`src/design/mts_pkg.sv`:
```
`timescale 1ns / 1ps
// Shared types and constants for the MML token scanner.
// Depends on nothing; imported by every module of the block.
package mts_pkg;

  // Defaults and queue depths (depths must be powers of two)
  localparam int MaxTokenChars = 7;
  localparam int FrontDepth    = 2;
  localparam int TokDepth      = 4;
  localparam int ValueW        = 24;
  localparam logic [ValueW-1:0] ValueMax = {ValueW{1'b1}};

  // Characters of interest
  localparam logic [7:0] CharNul   = 8'h00;
  localparam logic [7:0] CharSpace = " ";
  localparam logic [7:0] CharT     = "T";
  localparam logic [7:0] CharO     = "O";
  localparam logic [7:0] CharR     = "R";
  localparam logic [7:0] CharA     = "A";
  localparam logic [7:0] CharG     = "G";
  localparam logic [7:0] CharPlus  = "+";
  localparam logic [7:0] CharMinus = "-";
  localparam logic [7:0] CharDot   = ".";
  localparam logic [7:0] Char0     = "0";
  localparam logic [7:0] Char9     = "9";

  // Character classes decided in the front part
  typedef enum logic [3:0] {
    CL_NUL,
    CL_SPACE,
    CL_TEMPO,
    CL_OCTAVE,
    CL_REST,
    CL_LETTER,
    CL_SIGN,
    CL_DIGIT,
    CL_DOT,
    CL_OTHER
  } char_class_e;

  // Token kinds as seen on the result port
  typedef enum logic [2:0] {
    KIND_TEMPO    = 3'd0,
    KIND_OCTAVE   = 3'd1,
    KIND_NOTE     = 3'd2,
    KIND_REST     = 3'd3,
    KIND_NUMBER   = 3'd4,
    KIND_END      = 3'd5,
    KIND_UNKNOWN  = 3'd6,
    KIND_OVERFLOW = 3'd7
  } token_kind_e;

  // Classified character word between front and back
  typedef struct packed {
    char_class_e cls;
    logic [7:0]  ch;
  } char_word_t;

  // Result token word
  typedef struct packed {
    token_kind_e       kind;
    logic [7:0]        lead;
    logic [7:0]        acc;
    logic [ValueW-1:0] value;
    logic [2:0]        len;
    logic              last;
  } token_t;

  function automatic char_class_e classify(input logic [7:0] c);
    char_class_e cls;
    if (c == CharNul) cls = CL_NUL;
    else if (c == CharSpace) cls = CL_SPACE;
    else if (c == CharT) cls = CL_TEMPO;
    else if (c == CharO) cls = CL_OCTAVE;
    else if (c == CharR) cls = CL_REST;
    else if (c >= CharA && c <= CharG) cls = CL_LETTER;
    else if (c == CharPlus || c == CharMinus) cls = CL_SIGN;
    else if (c >= Char0 && c <= Char9) cls = CL_DIGIT;
    else if (c == CharDot) cls = CL_DOT;
    else cls = CL_OTHER;
    return cls;
  endfunction

endpackage

```
`src/design/mts_front.sv`:
```
`timescale 1ns / 1ps
// Front part: accepts character bytes, classifies them and holds them in a
// short queue for the scanner. Depends on mts_pkg.
module mts_front import mts_pkg::*; (
  input  logic       clk_i,
  input  logic       rst_ni,
  input  logic       push,
  output logic       full,
  input  logic [7:0] byte_i,
  output logic       word_valid_o,
  output char_word_t word_o,
  input  logic       word_take_i
);

  localparam int AW = (FrontDepth > 1) ? $clog2(FrontDepth) : 1;
  localparam int CW = $clog2(FrontDepth + 1);

  char_word_t     mem_q [FrontDepth];
  logic [AW-1:0]  wr_ptr_q, wr_ptr_d;
  logic [AW-1:0]  rd_ptr_q, rd_ptr_d;
  logic [CW-1:0]  cnt_q, cnt_d;
  logic           push_ok, take_ok;

  // Handshake
  assign full    = (cnt_q == CW'(FrontDepth));
  assign push_ok = push && !full;
  assign take_ok = word_take_i && (cnt_q != '0);

  assign word_valid_o = (cnt_q != '0);
  assign word_o       = mem_q[rd_ptr_q];

  // Pointer and fill bookkeeping
  always_comb begin
    wr_ptr_d = push_ok ? wr_ptr_q + AW'(1) : wr_ptr_q;
    rd_ptr_d = take_ok ? rd_ptr_q + AW'(1) : rd_ptr_q;
    cnt_d    = cnt_q + CW'(push_ok) - CW'(take_ok);
  end

  always_ff @(posedge clk_i or negedge rst_ni) begin
    if (!rst_ni) begin
      wr_ptr_q <= '0;
      rd_ptr_q <= '0;
      cnt_q    <= '0;
    end else begin
      wr_ptr_q <= wr_ptr_d;
      rd_ptr_q <= rd_ptr_d;
      cnt_q    <= cnt_d;
    end
  end

  // Store classified word
  always_ff @(posedge clk_i) begin
    if (push_ok) begin
      mem_q[wr_ptr_q] <= '{cls: classify(byte_i), ch: byte_i};
    end
  end

endmodule

```
`src/design/mts_back.sv`:
```
`timescale 1ns / 1ps
// Back part: pending-token scanner and the result token queue.
// Depends on mts_pkg.
module mts_back import mts_pkg::*; #(
  parameter int MAX_TOKEN_CHARS = MaxTokenChars
) (
  input  logic       clk_i,
  input  logic       rst_ni,
  input  logic       word_valid_i,
  input  char_word_t word_i,
  output logic       word_take_o,
  input  logic       pop,
  output logic       empty,
  output token_t     tok_o
);

  localparam int RunW = $clog2(MAX_TOKEN_CHARS + 1);
  localparam int AW   = $clog2(TokDepth);
  localparam int CW   = $clog2(TokDepth + 1);
  localparam int MacW = ValueW + 4;

  localparam logic [1:0] PEND_NONE   = 2'd0;
  localparam logic [1:0] PEND_NOTE   = 2'd1;
  localparam logic [1:0] PEND_NUMBER = 2'd2;

  // Scanner state
  logic [1:0]        pend_kind_q, pend_kind_d, pend_kind_n;
  logic [7:0]        pend_lead_q, pend_lead_d, pend_lead_n;
  logic [ValueW-1:0] digit_q, digit_d, digit_n;
  logic              dot_q, dot_d, dot_n;
  logic [RunW-1:0]   run_q, run_d, run_n;
  logic              skip_q, skip_d, skip_n;

  // Token queue
  token_t            tok_mem_q [TokDepth];
  logic [AW-1:0]     wp_q, rp_q;
  logic [CW-1:0]     cnt_q, cnt_d;

  logic              fire, has_pend, fl_v, sec_v, pop_ok;
  token_t            fl_tok, sec_tok;
  logic [7:0]        c;
  char_class_e       cls;
  logic [RunW+2:0]   run_ext;
  logic [2:0]        run_len;
  logic [MacW-1:0]   mac;

  function automatic token_t mk_tok(input token_kind_e kind, input logic [7:0] lead,
                                    input logic [7:0] acc);
    token_t t;
    t.kind  = kind;
    t.lead  = lead;
    t.acc   = acc;
    t.value = '0;
    t.len   = '0;
    t.last  = 1'b0;
    return t;
  endfunction

  // Take a word only when two queue slots are free
  assign fire        = word_valid_i && (cnt_q <= CW'(TokDepth - 2));
  assign word_take_o = fire;
  assign c           = word_i.ch;
  assign cls         = word_i.cls;
  assign has_pend    = (pend_kind_q == PEND_NOTE) || (pend_kind_q == PEND_NUMBER);

  // Reported length saturates at 7
  assign run_ext = (RunW + 3)'(run_q);
  assign run_len = (run_ext > (RunW + 3)'(7)) ? 3'd7 : run_ext[2:0];

  // Decimal accumulate: value * 10 + digit
  assign mac = (MacW'(digit_q) << 3) + (MacW'(digit_q) << 1) + MacW'(c[3:0]);

  // Token held by a flush of the pending state; last unless a second token follows
  always_comb begin
    fl_tok       = mk_tok((pend_kind_q == PEND_NOTE) ? KIND_NOTE : KIND_NUMBER,
                          pend_lead_q, 8'h00);
    fl_tok.value = digit_q;
    fl_tok.len   = (pend_kind_q == PEND_NUMBER) ? run_len : 3'd0;
    fl_tok.last  = !sec_v;
  end

  // Scan step for the word at the head of the front queue
  always_comb begin
    pend_kind_n = pend_kind_q;
    pend_lead_n = pend_lead_q;
    digit_n     = digit_q;
    dot_n       = dot_q;
    run_n       = run_q;
    skip_n      = skip_q;
    fl_v        = 1'b0;
    sec_v       = 1'b0;
    sec_tok     = mk_tok(KIND_END, 8'h00, 8'h00);

    if (skip_q) begin
      // Ignore everything after an error until the terminator
      if (cls == CL_NUL) begin
        skip_n      = 1'b0;
        pend_kind_n = PEND_NONE;
        pend_lead_n = '0;
        digit_n     = '0;
        dot_n       = 1'b0;
        run_n       = '0;
        sec_v       = 1'b1;
      end
    end else if (cls == CL_NUL) begin
      fl_v        = has_pend;
      pend_kind_n = PEND_NONE;
      pend_lead_n = '0;
      digit_n     = '0;
      dot_n       = 1'b0;
      run_n       = '0;
      sec_v       = 1'b1;
    end else if (pend_kind_q == PEND_NOTE && cls == CL_SIGN) begin
      // Accidental directly after a note
      sec_v       = 1'b1;
      sec_tok     = mk_tok(KIND_NOTE, pend_lead_q, c);
      pend_kind_n = PEND_NONE;
      pend_lead_n = '0;
    end else if (pend_kind_q == PEND_NUMBER && (cls == CL_DIGIT || cls == CL_DOT)) begin
      if (run_q < RunW'(MAX_TOKEN_CHARS)) begin
        run_n = run_q + RunW'(1);
        if (cls == CL_DOT) begin
          dot_n = 1'b1;
        end else if (!dot_q) begin
          digit_n = (mac > MacW'(ValueMax)) ? ValueMax : mac[ValueW-1:0];
        end
      end else begin
        pend_kind_n = PEND_NONE;
        pend_lead_n = '0;
        digit_n     = '0;
        dot_n       = 1'b0;
        run_n       = '0;
        skip_n      = 1'b1;
        sec_v       = 1'b1;
        sec_tok     = mk_tok(KIND_OVERFLOW, c, 8'h00);
      end
    end else begin
      // Flush what is pending, then start on this character
      fl_v        = has_pend;
      pend_kind_n = PEND_NONE;
      pend_lead_n = '0;
      digit_n     = '0;
      dot_n       = 1'b0;
      run_n       = '0;
      case (cls) inside
        CL_SPACE: ;
        CL_TEMPO: begin
          sec_v   = 1'b1;
          sec_tok = mk_tok(KIND_TEMPO, c, 8'h00);
        end
        CL_OCTAVE: begin
          sec_v   = 1'b1;
          sec_tok = mk_tok(KIND_OCTAVE, c, 8'h00);
        end
        CL_REST: begin
          sec_v   = 1'b1;
          sec_tok = mk_tok(KIND_REST, c, 8'h00);
        end
        CL_LETTER, CL_SIGN: begin
          pend_kind_n = PEND_NOTE;
          pend_lead_n = c;
        end
        CL_DIGIT, CL_DOT: begin
          pend_kind_n = PEND_NUMBER;
          pend_lead_n = c;
          run_n       = RunW'(1);
          dot_n       = (cls == CL_DOT);
          digit_n     = (cls == CL_DOT) ? '0 : ValueW'(c[3:0]);
        end
        default: begin
          skip_n  = 1'b1;
          sec_v   = 1'b1;
          sec_tok = mk_tok(KIND_UNKNOWN, c, 8'h00);
        end
      endcase
    end

    sec_tok.last = 1'b1;
  end

  // Commit state only for a taken word
  always_comb begin
    pend_kind_d = fire ? pend_kind_n : pend_kind_q;
    pend_lead_d = fire ? pend_lead_n : pend_lead_q;
    digit_d     = fire ? digit_n     : digit_q;
    dot_d       = fire ? dot_n       : dot_q;
    run_d       = fire ? run_n       : run_q;
    skip_d      = fire ? skip_n      : skip_q;
  end

  always_ff @(posedge clk_i or negedge rst_ni) begin
    if (!rst_ni) begin
      pend_kind_q <= PEND_NONE;
      pend_lead_q <= '0;
      digit_q     <= '0;
      dot_q       <= 1'b0;
      run_q       <= '0;
      skip_q      <= 1'b0;
    end else begin
      pend_kind_q <= pend_kind_d;
      pend_lead_q <= pend_lead_d;
      digit_q     <= digit_d;
      dot_q       <= dot_d;
      run_q       <= run_d;
      skip_q      <= skip_d;
    end
  end

  // Result queue: up to two writes, one read per cycle
  assign pop_ok = pop && (cnt_q != '0);
  assign empty  = (cnt_q == '0);
  assign tok_o  = tok_mem_q[rp_q];

  always_comb begin
    cnt_d = cnt_q - CW'(pop_ok);
    if (fire) begin
      cnt_d = cnt_d + CW'(fl_v) + CW'(sec_v);
    end
  end

  always_ff @(posedge clk_i or negedge rst_ni) begin
    if (!rst_ni) begin
      wp_q  <= '0;
      rp_q  <= '0;
      cnt_q <= '0;
    end else begin
      if (fire) begin
        wp_q <= wp_q + AW'(fl_v) + AW'(sec_v);
      end
      if (pop_ok) begin
        rp_q <= rp_q + AW'(1);
      end
      cnt_q <= cnt_d;
    end
  end

  always_ff @(posedge clk_i) begin
    if (fire) begin
      if (fl_v) begin
        tok_mem_q[wp_q] <= fl_tok;
      end
      if (sec_v) begin
        tok_mem_q[fl_v ? wp_q + AW'(1) : wp_q] <= sec_tok;
      end
    end
  end

  // Checks
  a_skip_clean: assert property (@(posedge clk_i) disable iff (!rst_ni)
    skip_q |-> (pend_kind_q == PEND_NONE))
    else $error("pending token survives an error");

  a_cnt_bound: assert property (@(posedge clk_i) disable iff (!rst_ni)
    cnt_q <= CW'(TokDepth))
    else $error("result queue overfilled");

  a_run_number: assert property (@(posedge clk_i) disable iff (!rst_ni)
    (pend_kind_q == PEND_NUMBER) |-> (run_q != '0 && run_q <= RunW'(MAX_TOKEN_CHARS)))
    else $error("number run length out of range");

  a_run_idle: assert property (@(posedge clk_i) disable iff (!rst_ni)
    (pend_kind_q != PEND_NUMBER) |-> (run_q == '0 && digit_q == '0 && !dot_q))
    else $error("number state left over");

  a_take_room: assert property (@(posedge clk_i) disable iff (!rst_ni)
    fire |=> (cnt_q <= CW'(TokDepth)) && (cnt_q + CW'(1) >= $past(cnt_q)))
    else $error("queue count moved wrongly after a take");

endmodule

```
`src/design/mml_token_scanner_unit.sv`:
```
`timescale 1ns / 1ps
// Top level of the MML token scanner: front classifier queue feeding the
// scanner and result queue. Depends on mts_pkg, mts_front, mts_back.
//
//  channel  | handshake          | word
//  ---------+--------------------+----------------------------------------------
//  input    | push / full        | in_byte_i
//  result   | empty / pop        | token_kind_o, lead_char_o, accidental_char_o,
//           |                    | number_value_o, number_length_o, last_of_input_o
//
// One byte per cycle is accepted while full is low; a byte's tokens reach the
// result ports through the front queue and then the result queue.
// The scanner takes a byte only when the four-entry result queue has two free
// slots, so a stalled pop backs up into the two-entry front queue and then full.
// With three or more tokens waiting the scanner stalls, since a byte can give two.
// Reset clears both queues and the scanner state; no clearing pass is needed.
module mml_token_scanner_unit import mts_pkg::*; #(
  parameter int MAX_TOKEN_CHARS = MaxTokenChars
) (
  input  logic               clk_i,
  input  logic               rst_ni,
  input  logic               push,
  output logic               full,
  input  logic [7:0]         in_byte_i,
  output logic               empty,
  input  logic               pop,
  output logic [2:0]         token_kind_o,
  output logic [7:0]         lead_char_o,
  output logic [7:0]         accidental_char_o,
  output logic signed [24:0] number_value_o,
  output logic [2:0]         number_length_o,
  output logic               last_of_input_o
);

  char_word_t word;
  logic       word_valid, word_take;
  token_t     tok;

  mts_front u_front (
    .clk_i       (clk_i),
    .rst_ni      (rst_ni),
    .push        (push),
    .full        (full),
    .byte_i      (in_byte_i),
    .word_valid_o(word_valid),
    .word_o      (word),
    .word_take_i (word_take)
  );

  mts_back #(
    .MAX_TOKEN_CHARS(MAX_TOKEN_CHARS)
  ) u_back (
    .clk_i       (clk_i),
    .rst_ni      (rst_ni),
    .word_valid_i(word_valid),
    .word_i      (word),
    .word_take_o (word_take),
    .pop         (pop),
    .empty       (empty),
    .tok_o       (tok)
  );

  // Result fields; value reads -1 for everything but numbers
  assign token_kind_o      = tok.kind;
  assign lead_char_o       = tok.lead;
  assign accidental_char_o = tok.acc;
  assign number_value_o    = (tok.kind == KIND_NUMBER) ? {1'b0, tok.value} : '1;
  assign number_length_o   = tok.len;
  assign last_of_input_o   = tok.last;

endmodule
```
`config.mk`:
```
export PLATFORM = sky130hd
export DESIGN_NAME = mml_token_scanner_unit
export DESIGN_NICKNAME = d
export VERILOG_FILES = /design/src/design/mts_pkg.sv /design/src/design/mts_front.sv /design/src/design/mts_back.sv /design/src/design/mml_token_scanner_unit.sv
export SDC_FILE = /design/constraint.sdc
export NUM_CORES = 1
export LEC_CHECK = 0
export BUFFER_PORTS_ARGS = -buffer_cell sky130_fd_sc_hd__buf_4
export CAP_MARGIN = 20
export CORE_MARGIN = 2
export CORE_UTILIZATION = 49
export DETAILED_ROUTE_END_ITERATION = 12
export PLACE_DENSITY_LB_ADDON = 0.25
export REMOVE_ABC_BUFFERS = 1
export SYNTH_ARGS = -nofsm -noshare
export SYNTH_HDL_FRONTEND = slang
export SYNTH_SLANG_ARGS = --single-unit
```
`constraint.sdc`:
```
create_clock -name clk_i -period 12.65 [get_ports clk_i]
set_input_delay 3.795 -clock clk_i [delete_from_list [all_inputs] [get_ports clk_i]]
set_output_delay 3.795 -clock clk_i [all_outputs]
set_load 0.02 [all_outputs]
```
==> flow_metrics.tcl <==
set metrics [dict create \
    status "finished, final reports clean" \
    drv_slew 0 \
    grt_max_degree 51 \
    drive_gt1_share_pct 14.5 \
    area_growth_syn_to_layout_pct 11.6 \
    fin_skew_ns 0.00784 \
    fin_crit_sh_pct 53.0 \
    grt-ovfl-total 0 \
    hold_buffers 0 \
    synth_area_um2 13900 \
    dr.pass1.iters 6 \
    cts_buffer_depth 3 \
    drv_cap 0 \
    synth-main-ff-cell "dfxtp_1" \
    numCtsBuffers 27 \
    synth.avg_cell_area_um2 10.0 \
    cpMaxStageDelayCell "dfrtp_4" \
    n_antenna_cell 0 \
    synth_edf_count 100 \
    via_per_inst 5.91 \
    post_cts_resized 0 \
    gr-usage-all-layers_pct 24.0 \
    crit_required_ns 8.85 \
    yosysWarnings 0 \
    multiInputGateArea_um2 6830 \
    crit_arrival_ns 2.91 \
    relSlewSlack_pct 27.0 \
    final_area_um2 15500 \
    synth.distinct_cells 75 \
    n_fill_cell 2421 \
    gp_congestion 0.884 \
    hold_violations 0 \
    wl_mm 34.8 \
    synth.ff_latch_count 262 \
    wl_per_cell_um 19.3 \
    placed_cell_area_um2 14500 \
    vias 10700 \
    end_kind "output port" \
    final_cell_mix "nand2_1, a21oi_1, dfxtp_1, edfxtp_1, buf_4" \
    setup_viol 0 \
    grt_pass1_wl_mm 56.3 \
    cts_num_sinks 262 \
    drc 0 \
    power_density_nw_per_um2 234 \
    cts_setup_buffers 0 \
    synth_seq_area_share_pct 46.7 \
    hold_class "flip-flop to flip-flop" \
    crit_path_start_kind "flip-flop" \
    tightest_slew_ns 1.09 \
    p_leak_nw 5.87 \
    hold_depth 2 \
    cpMostUsedCell "buf_4" \
    ios 62 \
    path_clk_slew_ns 0.07 \
    nNetsFinal 1484 \
    async_flop_share_pct 19.1 \
    root_buffer "clkbuf_16" \
    row_count 61 \
    grt_antenna_before_repair 0 \
    drt_iter0_drc 1092 \
    rsz0062_at_grt "no" \
    cts_max_level 1 \
    dieHeight_um 172 \
    grt_pass1_vias 10300 \
    clock_latency_ns 0.52 \
    tritoncts "yes" \
    cpPeakStageDelay_ns 0.75 \
    final-seq-area_um2 6500 \
    io_buffers 61 \
    place_hpwl_mm 22.7 \
    syn_inst 1387 \
    start_util_pct 49.9 \
    peakVddDrop_mv 0.140 \
    cp_max_fo 28 \
    ant_nets 0 \
    reg2reg_depth 11 \
    min_period_ns 6.70 \
    finalSetupTns_ns 0 \
    fmax_mhz 149 \
    crit_type "flip-flop to output port" \
    crit_chain "buf_16, mux4_2, nor3b_2, buf_4, nand2b_1, buf_4" \
    fp.dieW_um 172 \
    core_um2 27900 \
    final_common_cell "nand2_1" \
    die_area_um2 29700 \
]
[worst max-delay path, delay by kind of cell, from the launching register on]
| kind | cells | cell delay (ns) |
|---|---|---|
| buffers and inverters | 3 | 0.74 |
| multiplexers | 1 | 0.57 |
| flip-flops | 1 | 0.75 |
| AND/OR/NAND/NOR | 2 | 0.29 |
[final timing paths]
path	slack [ns]	end	start
min in group asynchronous	3.33	u_front.wr_ptr_q	rst_ni
min reg2reg	0.45	u_back.tok_mem_q[0][10]	u_back.tok_mem_q[0][10]
max	5.95	number_value_o[7]	u_back.rp_q[0]
min	0.45	u_back.tok_mem_q[0][10]	u_back.tok_mem_q[0][10]
max in group asynchronous	8.78	u_back.rp_q[0]	rst_ni
max reg2reg	7.22	u_back.digit_q[17]	u_front.rd_ptr_q
[logic make-up after synthesis]
group | Yosys count | synth area share (%)
adder cells (fa/ha/maj) | 64 | 5.98
multiplexers | 80 | 10.1
AO/OA/AOI/OAI | 336 | 15.3
XOR/XNOR | 29 | 1.83
flip-flops | 262 | 46.7
AND/OR/NAND/NOR | 498 | 15.9
buffers and inverters | 118 | 4.15
[stage by stage]
step / hold slack [ns] / utilization (%) / cells / worst slack [ns] / power, mW
after global routing: 0.473 / 55.7 / 1806 / 5.76 / 3.86
after CTS: 0.454 / 55.5 / 1804 / 5.70 / 3.62
after global placement: 0.440 / 52.1 / 1755 / 6.32 / 2.74
after floorplan: 0.433 / - / 1297 / 4.24 / 2.30
final: 0.452 / 55.7 / 1806 / 5.95 / 3.63
after detailed placement: 0.445 / 52.1 / 1755 / 6.27 / 2.78
[registers in the layout (all words and copies together) (netlist names), 2 cells and up]
name,flops
u_front.cnt_q,2
u_back.pend_kind_q,2
u_back.digit_q,24
u_back.cnt_q,3
u_front.mem_q,24
u_back.run_q,3
u_back.rp_q,2
u_back.pend_lead_q,8
u_back.tok_mem_q,188
u_back.wp_q,2
[routing by layer]
layer  routed length (um)  global-route usage [%]  vias up
met5                    0                       0        -
met4                  656                    6.03        0
met3                 2080                    2.63       55
met2                16000                    38.8      344
met1                16100                    34.7     5212
li1                     -                       -     5066
[synthesized netlist by cell type, types with 6 or more instances]
cell type | n | share of area (%)
a21o_1 | 6 | 0.32
and3_1 | 9 | 0.41
nand3_1 | 32 | 1.2
o21ai_0 | 45 | 1.6
a32o_1 | 16 | 1.2
ha_1 | 60 | 5.4
buf_2 | 32 | 1.2
mux4_2 | 47 | 7.6
a22oi_1 | 10 | 0.54
and2_1 | 6 | 0.27
nor2_1 | 71 | 1.9
xnor2_1 | 16 | 1.0
mux2_2 | 6 | 0.49
edfxtp_1 | 100 | 22
a22o_1 | 8 | 0.50
dfrtp_1 | 50 | 9.0
nand2_1 | 285 | 7.7
o211ai_1 | 10 | 0.54
clkbuf_1 | 38 | 1.0
nand2b_1 | 29 | 1.3
inv_1 | 28 | 0.76
xor2_1 | 13 | 0.82
buf_6 | 10 | 0.81
a21oi_1 | 174 | 6.3
a211oi_1 | 10 | 0.54
dfxtp_1 | 112 | 16
o22ai_1 | 6 | 0.27
mux2i_1 | 26 | 1.9
nor3_1 | 30 | 1.1
[area by class of cell]
cell class,instances,area share [%]
well taps,378,3.05
clock buffers,37,5.13
inverters,28,0.678
repair buffers,82,4.15
flip-flops and latches,262,41.9
multi-input cells,1007,44.0
clock inverters,12,1.05
[report_power, final]
| group | total [mW] | internal (mW) | switching [mW] |
|---|---|---|---|
| Combinational | 1.54 | 0.653 | 0.883 |
| Sequential | 1.25 | 1.03 | 0.218 |
| Clock | 0.841 | 0.521 | 0.321 |
No activity file was read; power rests on OpenSTA's default activity.
